**src/design/mef_pkg.sv**
```systemverilog
// shared types and constants for the median-then-ema position filter
// no dependencies; imported by every module of the filter
package mef_pkg;

    localparam int MAX_WINDOW_DEF = 16;
    localparam int MIN_MEDIAN     = 3;

    localparam logic [16:0] ALPHA_ONE = 17'h10000;

    typedef enum logic [1:0] {
        REG_MEDIAN_WINDOW = 2'd0,
        REG_EMA_ALPHA     = 2'd1,
        REG_AGE_LIMIT     = 2'd2
    } t_reg;

    typedef struct packed {
        logic signed [31:0] pos_x;
        logic signed [31:0] pos_y;
        logic signed [31:0] pos_z;
        logic        [31:0] time_ms;
    } t_pos_in;

    typedef struct packed {
        logic signed [31:0] filt_x;
        logic signed [31:0] filt_y;
        logic signed [31:0] filt_z;
    } t_pos_out;

    typedef struct packed {
        logic signed [31:0] x;
        logic signed [31:0] y;
        logic signed [31:0] z;
    } t_axes;

    typedef struct packed {
        logic load;
        logic rank_en;
    } t_cell_ctrl;

endpackage

```
**src/design/mef_ema.sv**
```systemverilog
// exponential moving average of the three median values, q16 weight
// depends on mef_pkg; seeds on the first median after reset
module mef_ema (
    input  logic            i_clk,
    input  logic            i_rst_n,
    input  logic            i_start,
    input  mef_pkg::t_axes  i_med,
    input  logic [16:0]     i_alpha,
    output logic            o_done,
    output mef_pkg::t_axes  o_smooth
);
    import mef_pkg::*;

    t_axes          r_smooth;
    logic           r_seeded;
    logic           r_mul;
    logic           r_done;
    logic [50:0]    r_prod_x;
    logic [50:0]    r_prod_y;
    logic [50:0]    r_prod_z;
    logic [16:0]    w_alpha;

    // s = prev + alpha*(m - prev), rounded half up
    function automatic logic [50:0] ema_mul(input logic [16:0] a,
                                            input logic signed [31:0] m,
                                            input logic signed [31:0] prev);
        logic signed [32:0] d;
        d = {m[31], m} - {prev[31], prev};
        return $signed({1'b0, a}) * d;
    endfunction

    function automatic logic [31:0] ema_fin(input logic signed [31:0] prev,
                                            input logic [50:0] prod);
        logic [51:0] sum;
        sum = {{4{prev[31]}}, prev, 16'h0000} + {prod[50], prod} + 52'd32768;
        return sum[47:16];
    endfunction

    assign w_alpha = (i_alpha > ALPHA_ONE) ? ALPHA_ONE : i_alpha;

    always_ff @(posedge i_clk) begin
        if (!i_rst_n) begin
            r_smooth <= '0;
            r_seeded <= 1'b0;
            r_mul    <= 1'b0;
            r_done   <= 1'b0;
        end else begin
            r_done <= 1'b0;
            r_mul  <= 1'b0;
            if (i_start) begin
                if (!r_seeded) begin
                    r_smooth <= i_med;
                    r_seeded <= 1'b1;
                    r_done   <= 1'b1;
                end else begin
                    r_mul <= 1'b1;
                end
            end
            if (r_mul) begin
                r_smooth.x <= ema_fin(r_smooth.x, r_prod_x);
                r_smooth.y <= ema_fin(r_smooth.y, r_prod_y);
                r_smooth.z <= ema_fin(r_smooth.z, r_prod_z);
                r_done     <= 1'b1;
            end
        end
    end

    always_ff @(posedge i_clk) begin
        if (i_start) begin
            r_prod_x <= ema_mul(w_alpha, i_med.x, r_smooth.x);
            r_prod_y <= ema_mul(w_alpha, i_med.y, r_smooth.y);
            r_prod_z <= ema_mul(w_alpha, i_med.z, r_smooth.z);
        end
    end

    assign o_done   = r_done;
    assign o_smooth = r_smooth;

endmodule

```
**config.mk**
```make
export PLATFORM = sky130hd
export DESIGN_NAME = mef_ema
export DESIGN_NICKNAME = d
export VERILOG_FILES = /design/src/design/mef_pkg.sv /design/src/design/mef_ema.sv
export SDC_FILE = /design/constraint.sdc
export NUM_CORES = 2
export LEC_CHECK = 0
export ABC_AREA = 1
export BUFFER_PORTS_ARGS = -buffer_cell sky130_fd_sc_hd__buf_2
export CAP_MARGIN = 5
export CELL_PAD_IN_SITES_DETAIL_PLACEMENT = 1
export CELL_PAD_IN_SITES_GLOBAL_PLACEMENT = 2
export CORE_MARGIN = 5
export CORE_UTILIZATION = 40
export CTS_CLUSTER_DIAMETER = 40
export DETAILED_ROUTE_END_ITERATION = 10
export GPL_TIMING_DRIVEN = 0
export PLACE_DENSITY = 0.94
export RECOVER_POWER = 50
export SLEW_MARGIN = 20
export SYNTH_ARGS = -nofsm -noshare
export SYNTH_HDL_FRONTEND = slang
export SYNTH_SLANG_ARGS = --single-unit
```
**constraint.sdc**
```tcl
create_clock -name i_clk -period 26.1 [get_ports i_clk]
set_input_delay 5.22 -clock i_clk [delete_from_list [all_inputs] [get_ports i_clk]]
set_output_delay 5.22 -clock i_clk [all_outputs]
set_load 0.01 [all_outputs]
```
==> metrics <==
Post-Route WL=~350000 microns; Setup TNS Final=0 ps; # setup viols final=0; number of synthesized flops with an enable pin=a little under 100; initial antenna violation count=31; ys async rst share=0; Root Driver=clkbuf_16; maxcap violations=2; count of different cell masters after synthesis=between 60 and 70; routability cong.=0.985; average cell area after synthesis=around 7.6 sq um; final period utilization=0.571; DRC=0; Vias/cell=roughly 5.5; post-synth top area cell=fa_1; final slew viol count=~100; total placed cells including tap cells=roughly 13k; Clock Latency Late Sink=630 ps; global-route wire length before repair=roughly 510000 microns; Final Instance Count excl. Fillers=12.9k; die area=0.199 sq mm; synthesized area=~0.076 sq mm; crit path launch=i_alpha[16]; Final ANT Viol Nets=0; share of layout cells above drive strength 1=0.0516; Worst Clk Skew=between 50 and 60 ps; Seq/Total Area, Yosys=0.0650; CTS buffer count=17; 1st-iter DRT viols=5975; crit-path max FO=10; HP Class=flop to flop; endpoint class of the critical path=flop; Post-synth top cells=inv_1 (2456), nand2_1 (1881), fa_1 (1548), nor2_1 (1268), ha_1 (519); Register Area=about 0.005 sq mm; hold_buf cts=0; Layout Area Growth over Synthesis=7.01%; Worst Hold Launch=o_smooth[66]; GR Util All Layers=0.357; final hold violations=0; via total after detailed routing=between 70k and 80k; Worst EP arrival=between 15000 and 20000 ps; Die H=446 microns; post-CTS setup buffer count=0; CTS resizes=0; minimum clock period=about 15000 ps; area of the multi-input gates=just over 0.06 sq mm; largest cells by area after synthesis=fa_1 (41%), inv_1 (12%), nand2_1 (9.3%); WP data required=26450 ps; H-tree Lvls=4; Worst Tran Pin Value=around 4900 ps; RSZ-0062 raised after global routing=no; TritonCTS Sinks=between 150 and 200; failing checks=capacitance limit, slew limit; die width=between 400 and 500 microns; Post-Syn Instances=slightly above 10k; CTS tree=yes; Post-Syn Nets=12.3k; Rows=160; layout net count=~13k; Reg-to-Reg Start=o_smooth[14]; Core ar.=around 0.19 sq mm; GRT overflow=0; Slew HR=-2.25; CP Launch Type=input pin; FMAX=about 0.067 GHz; critical path type=input pin to flop; port bufs=212; # IOs=213; Starting Density=0.401; synth warn=0; Post-DP HPWL=307000 microns; drt pass-1 iters=6; status=finished with violations; #FFs+latches synth=198; top cell type's share of synthesized area=0.407; drt wl/cell=roughly 28 microns; top-count cell post-synth=inv_1; largest net degree at the start of global routing=68; top_reg_cell synth=edfxtp_1; number of fill cells=about 24k; Clock transition at path regs=90 ps; vias in the first global route=around 75k; CTS Buffer Depth=2
## logic make-up (layout without fill, tap and decap cells)
kind of cell	after synthesis	in the layout	share of synthesized area
buffers and inverters	2805	3069	0.141
other	0	12	0
XOR/XNOR	213	213	0.0254
AO/OA/AOI/OAI	935	935	0.0692
flip-flops	198	198	0.0650
adder cells (fa/ha/maj)	2067	2067	0.492
AND/OR/NAND/NOR	3850	3850	0.207
## layer usage
layer / vias up / routed length [microns] / global-route usage
met1: 36200 / 145000 / 0.468
met3: 796 / 30800 / 0.0801
met2: 2972 / 151000 / 0.537
met4: 28 / 26800 / 0.217
met5: - / 263 / 0
li1: 30400 / - / -
## state kept, by name, summed over array words and instances, names as in the netlist
name / count
o_smooth: 96
r_prod_x: 33
r_prod_y: 33
r_prod_z: 33
o_done: 1
r_mul: 1
r_seeded: 1
## layout make-up
cell class,instances,area share
Antenna cell,12,0.000368
Buffer,317,0.0183
Clock buffer,18,0.00527
Clock inverter,14,0.00196
Inverter,2488,0.115
Multi-Input combinational cell,7065,0.743
Sequential cell,198,0.0608
Tap cell,2511,0.0385
Timing Repair Buffer,232,0.0174
## worst paths after layout
path                       end  slack (ps)  depth (start not counted)
hold / removal    o_smooth[66]         530                          2
setup reg to reg  r_prod_z[47]       15760                         32
setup / recovery  r_prod_z[47]       11190                         26
hold reg to reg   o_smooth[66]         530                          2
## metrics by stage
stage | cell area [sq um] | worst slack [ps] | hold slack (ps) | utilization
finish | 81500 | 11190 | 525 | 0.429
detailed placement | 81000 | 11160 | 488 | 0.427
CTS | 81600 | 11820 | 522 | 0.430
global route | 81500 | 11230 | 544 | 0.429
global placement | 80400 | 10530 | 464 | 0.424
floorplan | 76200 | 13880 | 452 | -
## cells in the final DEF, fill, tap and decap left out, types with 16 or more instances in the layout
master     count
fa_1        1548
a21oi_1      466
nor2_1      1265
a21o_1        34
nand4_1       60
o21a_1        17
a31oi_1       34
clkbuf_2      73
clkbuf_16     17
o21ai_0      250
buf_2        179
nand3_1      354
edfxtp_1      99
xnor2_1       73
nand2_1     1881
nand2_2       32
nor3_1        64
inv_2         29
o211ai_1      16
clkbuf_1     241
or2_1         37
nand3b_1      21
or2_2         58
o21bai_1      39
dfxtp_1       99
inv_1       2456
nor2_2        24
ha_1         519
xor2_1       127
a211oi_1      16
## worst max-delay path, stage by stage
cell	delay (ps)
buf_2	570
inv_1	330
a21oi_2	450
buf_4	340
nor2_4	190
inv_2	380
clkbuf_1	1000
nor2_1	160
fa_1	540
inv_1	60
fa_1	520
fa_1	540
inv_1	60
fa_1	480
fa_1	500
inv_1	50
fa_1	500
inv_1	50
ha_1	440
nand2_1	140
nor2_1	700
nand4_1	570
o311ai_0	1130
inv_1	100
nand2_1	110
nand2_1	40
Power is not shown: default switching activity piles up to over one toggle a cycle in this logic, so the estimate is an artifact.
