File: src/design/mef_pkg.sv
// shared types and constants for the median-then-ema position filter
// no dependencies; imported by every module of the filter
package mef_pkg;

    localparam int MAX_WINDOW_DEF = 16;
    localparam int MIN_MEDIAN     = 3;

    localparam logic [16:0] ALPHA_ONE = 17'h10000;

    typedef enum logic [1:0] {
        REG_MEDIAN_WINDOW = 2'd0,
        REG_EMA_ALPHA     = 2'd1,
        REG_AGE_LIMIT     = 2'd2
    } t_reg;

    typedef struct packed {
        logic signed [31:0] pos_x;
        logic signed [31:0] pos_y;
        logic signed [31:0] pos_z;
        logic        [31:0] time_ms;
    } t_pos_in;

    typedef struct packed {
        logic signed [31:0] filt_x;
        logic signed [31:0] filt_y;
        logic signed [31:0] filt_z;
    } t_pos_out;

    typedef struct packed {
        logic signed [31:0] x;
        logic signed [31:0] y;
        logic signed [31:0] z;
    } t_axes;

    typedef struct packed {
        logic load;
        logic rank_en;
    } t_cell_ctrl;

endpackage

File: src/design/mef_cell.sv
// one window cell: holds a sample, shifts it to the older neighbor, and
// counts its per-axis rank against the broadcast sample. depends on mef_pkg
module mef_cell #(
    parameter int MAX_WINDOW = 16,
    parameter int IDX        = 0
) (
    input  logic                              i_clk,
    input  mef_pkg::t_cell_ctrl               i_ctrl,
    input  mef_pkg::t_pos_in                  i_prev,
    input  mef_pkg::t_pos_in                  i_bcast,
    input  logic [$clog2(MAX_WINDOW)-1:0]     i_t,
    input  logic [$clog2(MAX_WINDOW+1)-1:0]   i_k,
    input  logic [$clog2(MAX_WINDOW)-1:0]     i_mid,
    output mef_pkg::t_pos_in                  o_data,
    output mef_pkg::t_axes                    o_pick
);
    import mef_pkg::*;

    localparam int RW = $clog2(MAX_WINDOW);
    localparam int KW = $clog2(MAX_WINDOW + 1);

    t_pos_in          r_data;
    logic [RW-1:0]    r_rank_x;
    logic [RW-1:0]    r_rank_y;
    logic [RW-1:0]    r_rank_z;
    logic             w_earlier;
    logic             w_in_k;

    // ties are broken by position so the ranks form a permutation
    assign w_earlier = (i_t < RW'(IDX));
    assign w_in_k    = (KW'(IDX) < i_k);

    always_ff @(posedge i_clk) begin
        if (i_ctrl.load) begin
            r_data   <= i_prev;
            r_rank_x <= '0;
            r_rank_y <= '0;
            r_rank_z <= '0;
        end else if (i_ctrl.rank_en) begin
            if ((i_bcast.pos_x < r_data.pos_x) ||
                (i_bcast.pos_x == r_data.pos_x && w_earlier)) begin
                r_rank_x <= r_rank_x + 1'b1;
            end
            if ((i_bcast.pos_y < r_data.pos_y) ||
                (i_bcast.pos_y == r_data.pos_y && w_earlier)) begin
                r_rank_y <= r_rank_y + 1'b1;
            end
            if ((i_bcast.pos_z < r_data.pos_z) ||
                (i_bcast.pos_z == r_data.pos_z && w_earlier)) begin
                r_rank_z <= r_rank_z + 1'b1;
            end
        end
    end

    assign o_data   = r_data;
    assign o_pick.x = (w_in_k && r_rank_x == i_mid) ? r_data.pos_x : '0;
    assign o_pick.y = (w_in_k && r_rank_y == i_mid) ? r_data.pos_y : '0;
    assign o_pick.z = (w_in_k && r_rank_z == i_mid) ? r_data.pos_z : '0;

endmodule

File: config.mk
export PLATFORM = sky130hd
export DESIGN_NAME = mef_cell
export DESIGN_NICKNAME = d
export VERILOG_FILES = /design/src/design/mef_pkg.sv /design/src/design/mef_cell.sv
export SDC_FILE = /design/constraint.sdc
export NUM_CORES = 1
export LEC_CHECK = 0
export BUFFER_PORTS_ARGS = -buffer_cell sky130_fd_sc_hd__buf_2
export CAP_MARGIN = 20
export CELL_PAD_IN_SITES_DETAIL_PLACEMENT = 1
export CELL_PAD_IN_SITES_GLOBAL_PLACEMENT = 2
export CORE_AREA = 2 2 193 195
export CTS_BUF_LIST = sky130_fd_sc_hd__clkbuf_4
export DETAILED_ROUTE_END_ITERATION = 12
export DIE_AREA = 0 0 195 197
export MAX_ROUTING_LAYER = met4
export PLACE_DENSITY = 0.77
export REMOVE_ABC_BUFFERS = 1
export SETUP_SLACK_MARGIN = 0.2
export SYNTH_ARGS = -nofsm -noshare
export SYNTH_HDL_FRONTEND = slang
export SYNTH_SLANG_ARGS = --single-unit
export TNS_END_PERCENT = 10
File: constraint.sdc
create_clock -name i_clk -period 4.1 [get_ports i_clk]
set_input_delay 0.82 -clock i_clk [delete_from_list [all_inputs] [get_ports i_clk]]
set_output_delay 0.82 -clock i_clk [all_outputs]
set_load 0.05 [all_outputs]
==> results.tsv <==
stage	metric	value	unit
status	outcome	complete, no violations	
timing	fin crit period	3420	ps
clock_tree	TritonCTS clock tree	yes	
logic_synthesis	Synth async-reset ratio	0	%
logic_synthesis	Yosys warning count	0	
pwr	switching share of power	36.3	%
logic_synthesis	Netlist cell types	47	
critical_path	most used cell along the critical path	buf_2	
route	Starting DRT DRC Count	208	
global_routing	grt total ovfl	0	
timing	Worst-Margin Slew	824	ps
run	max-cap viol count	0	
global_routing	first-pass GRT wire length	41.4	mm
global_routing	initial antenna violation count	3	
logic_synthesis	Syn Inst Count	672	
logic_synthesis	ys flop type	edfxtp_1	
clock_tree	clk_lat worst skew	600	ps
final_layout	layout overhead on the synthesized area	42.0	%
logic_synthesis	area of the mapped netlist	0.00767	mm²
logic_synthesis	number of flops mapped to enable cells by yosys	128	
logic_synthesis	sequential area share after synthesis	53.3	%
floorplan	Std-Cell Rows	70	
timing	Max Transition Viols Final	0	
pwr	P_int	2.54	mW
critical_path	crit path from	i_k[3]	
route	post-route ant nets	0	
final_layout	layout cells sized above 1	43.8	%
global_routing	GRT Resource Usage Total	14.7	%
global_routing	number of global-route vias before repair	7369	
floorplan	die footprint	0.0384	mm²
pwr	PwrDens	366	mW/mm²
clock_tree	Bufs on Longest Clock Path	2	
route	# DRC	0	
placement	Post-Place Worst Slack	725	ps
floorplan	core area	0.0363	mm²
route	post-DR vias/cell	4.29	
clock_tree	total CTS buffers	17	
timing	setup_tns	0	ps
route	DR WL/cell	17.7	µm
final_layout	fin util	30.0	%
floorplan	Initial Util	21.1	%
clock_tree	post-cts repair resize count	0	
placement	Final Wtd Congestion	0.806	
timing	period utilisation layout	83.4	%
logic_synthesis	Mean Syn Cell Area	11.4	µm²
clock_tree	CTS Sinks	140	
critical_path	critical path class	primary input to output pin	
timing	top achievable clock speed	292	MHz
timing	RSZ-0062 raised after global routing	false	
critical_path	Critical Path Sink Type	output pin	
pwr	LEAKAGE	5.51	nW
clock_tree	clk root buf	clkbuf_4	
clock_tree	Setup Fix Bufs, Post-CTS	0	
logic_synthesis	Synth Register Bits	140	
route	total iterations of the first detailed-routing run	4	
timing	relative slew slack	45.0	%
timing	Finish-stage setup viols	0	
timing	Fin Clk Skew	22.4	ps
pwr	NetSw	1.45	mW
route	final wirelength	28.6	mm
critical_path	Critical Path RT	3280	ps
final_layout	# fillers	4306	
critical_path	CP Launch Type	primary input	
min_path	hold path startpoint	i_prev[87]	
min_path	type of the most critical hold path	primary input to flip-flop	
placement	detailed-placement wirelength estimate	23.0	mm
critical_path	Crit-path slowest cell	or4_1	
floorplan	Die H	197	µm
critical_path	Worst Path Arrival	2600	ps
clock_tree	hold buffers post-CTS	0	
critical_path	Critical Path Max Stage Delay	570	ps
global_routing	largest net degree at the start of global routing	97	
critical_path	R2R Path Start	o_data[37]	
timing	setup ws final	680	ps
floorplan	io pins	496	
placement	IO buf count	459	
pwr	Combinational Power Share	28.6	%
pwr	Reg power frac	43.6	%
critical_path	CP Cell Sequence	buf_2 -> or4_1 -> nor2_4 -> buf_12 -> nor2_1 -> and2_1 -> buf_2	
floorplan	die span in x	195	µm
pwr	Peak supply drop	0.288	mV
clock_tree	Reg clk slew, reported paths	140	ps
clock_tree	# H-tree levels	4	
route	total number of vias	6939	
pwr	overall power	3.99	mW
final_layout	Post-layout nets	1502	
critical_path	CP Max Fanout	96	
pwr	clock share of power	27.8	%
timing	Final Hold Viols	0	
==> worst max-delay path: cells and delay by family <==
family                 cells  cell delay (ps)
buffers and inverters      3              650
and+or+nand+nor            4              980
==> power groups by stage <==
stage,clock network (mW),registers [mW],logic [mW]
after detailed placement,0,1.77,1.15
after global routing,1.21,1.76,1.23
after global placement,0,1.77,1.14
after floorplan,0,2.12,0.397
final,1.11,1.74,1.14
after CTS,1.18,1.74,1.16
==> final timing paths <==
path            endpoint  slack [ps]  cells past startpoint
max            o_pick[0]         680                      7
max reg2reg  r_rank_z[0]        1240                      9
min           o_data[87]         380                      1
min reg2reg  r_rank_z[1]         550                      2
==> synthesized netlist by cell type (3+ instances only) <==
cell type | n | area, µm²
nor3_1 | 95 | 475
nand2b_1 | 12 | 75.1
mux2i_1 | 11 | 110
o21ai_0 | 9 | 45.0
a21o_1 | 19 | 143
inv_1 | 96 | 360
a31oi_1 | 3 | 18.8
nand3b_1 | 4 | 30.0
buf_1 | 4 | 15.0
mux2_1 | 8 | 90.1
a211oi_1 | 3 | 22.5
edfxtp_1 | 128 | 3840
nor2b_1 | 11 | 68.8
a21oi_1 | 26 | 130
and2_1 | 3 | 18.8
nand3_1 | 6 | 30.0
xnor2_1 | 12 | 105
nand2_1 | 16 | 60.1
dfxtp_1 | 12 | 240
ha_1 | 96 | 1200
nand4_1 | 20 | 125
o21ai_1 | 3 | 15.0
clkbuf_1 | 18 | 67.6
nor2_1 | 27 | 101
==> logic make-up (layout without fill, tap and decap cells) <==
family	count (synthesis)	in the layout	synth area share, %
AOI/OAI and AO/OA	80	80	7.00
other	0	3	0
buffers and inverters	118	591	5.78
DFF	140	140	53.3
adders and majority gates	96	96	15.7
muxes	21	21	3.00
xor gates and xnor gates	12	12	1.37
and+or+nand+nor	205	205	13.9
==> registers in the layout, indices dropped and copies added (netlist names) <==
signal    cells
o_data      128
r_rank_x      4
r_rank_y      4
r_rank_z      4
==> area by class of cell <==
cell class | instances | area [µm²] | share of cell area, %
clock inverters | 13 | 199 | 1.83
repair buffers | 465 | 2370 | 21.8
clock buffers | 17 | 128 | 1.17
flip-flops and latches | 140 | 4080 | 37.5
diodes | 3 | 7.51 | 0.0690
well taps | 468 | 586 | 5.38
inverters | 96 | 360 | 3.31
multi-input cells | 414 | 3150 | 28.9
==> layer usage <==
| metal | vias to the layer above | track usage (%) | routed length [µm] |
|---|---|---|---|
| li1 | 3367 | - | - |
| met5 | - | - | 0 |
| met3 | 27 | 3.61 | 1530 |
| met1 | 3287 | 17.0 | 12000 |
| met4 | 0 | 5.00 | 507 |
| met2 | 258 | 25.0 | 14500 |
==> cells in the final DEF (no fill, tap or decap), types with 4 or more instances in the layout <==
cell       instances
mux2_1             8
nand2b_1          12
buf_4              4
edfxtp_1         128
bufinv_16          5
nand3b_1           4
nand4_1           20
o21ai_0            9
xnor2_1           12
dfxtp_1           12
nand3_1            6
buf_2            458
nand2_1           16
clkbuf_4          17
ha_1              96
nor3_1            95
a21oi_1           26
nor2_1            26
nor2b_1           11
a21o_1            19
inv_1             96
mux2i_1           11
==> through the flow <==
step | hold slack (ps) | instance area [µm²] | cells
after global placement | 514 | 10600 | 1583
final | 380 | 10900 | 1616
after CTS | 271 | 10900 | 1613
after detailed placement | 530 | 10600 | 1583
after floorplan | 489 | 7590 | 650
after global routing | 299 | 10900 | 1616
(Power assumes the default switching activity.)
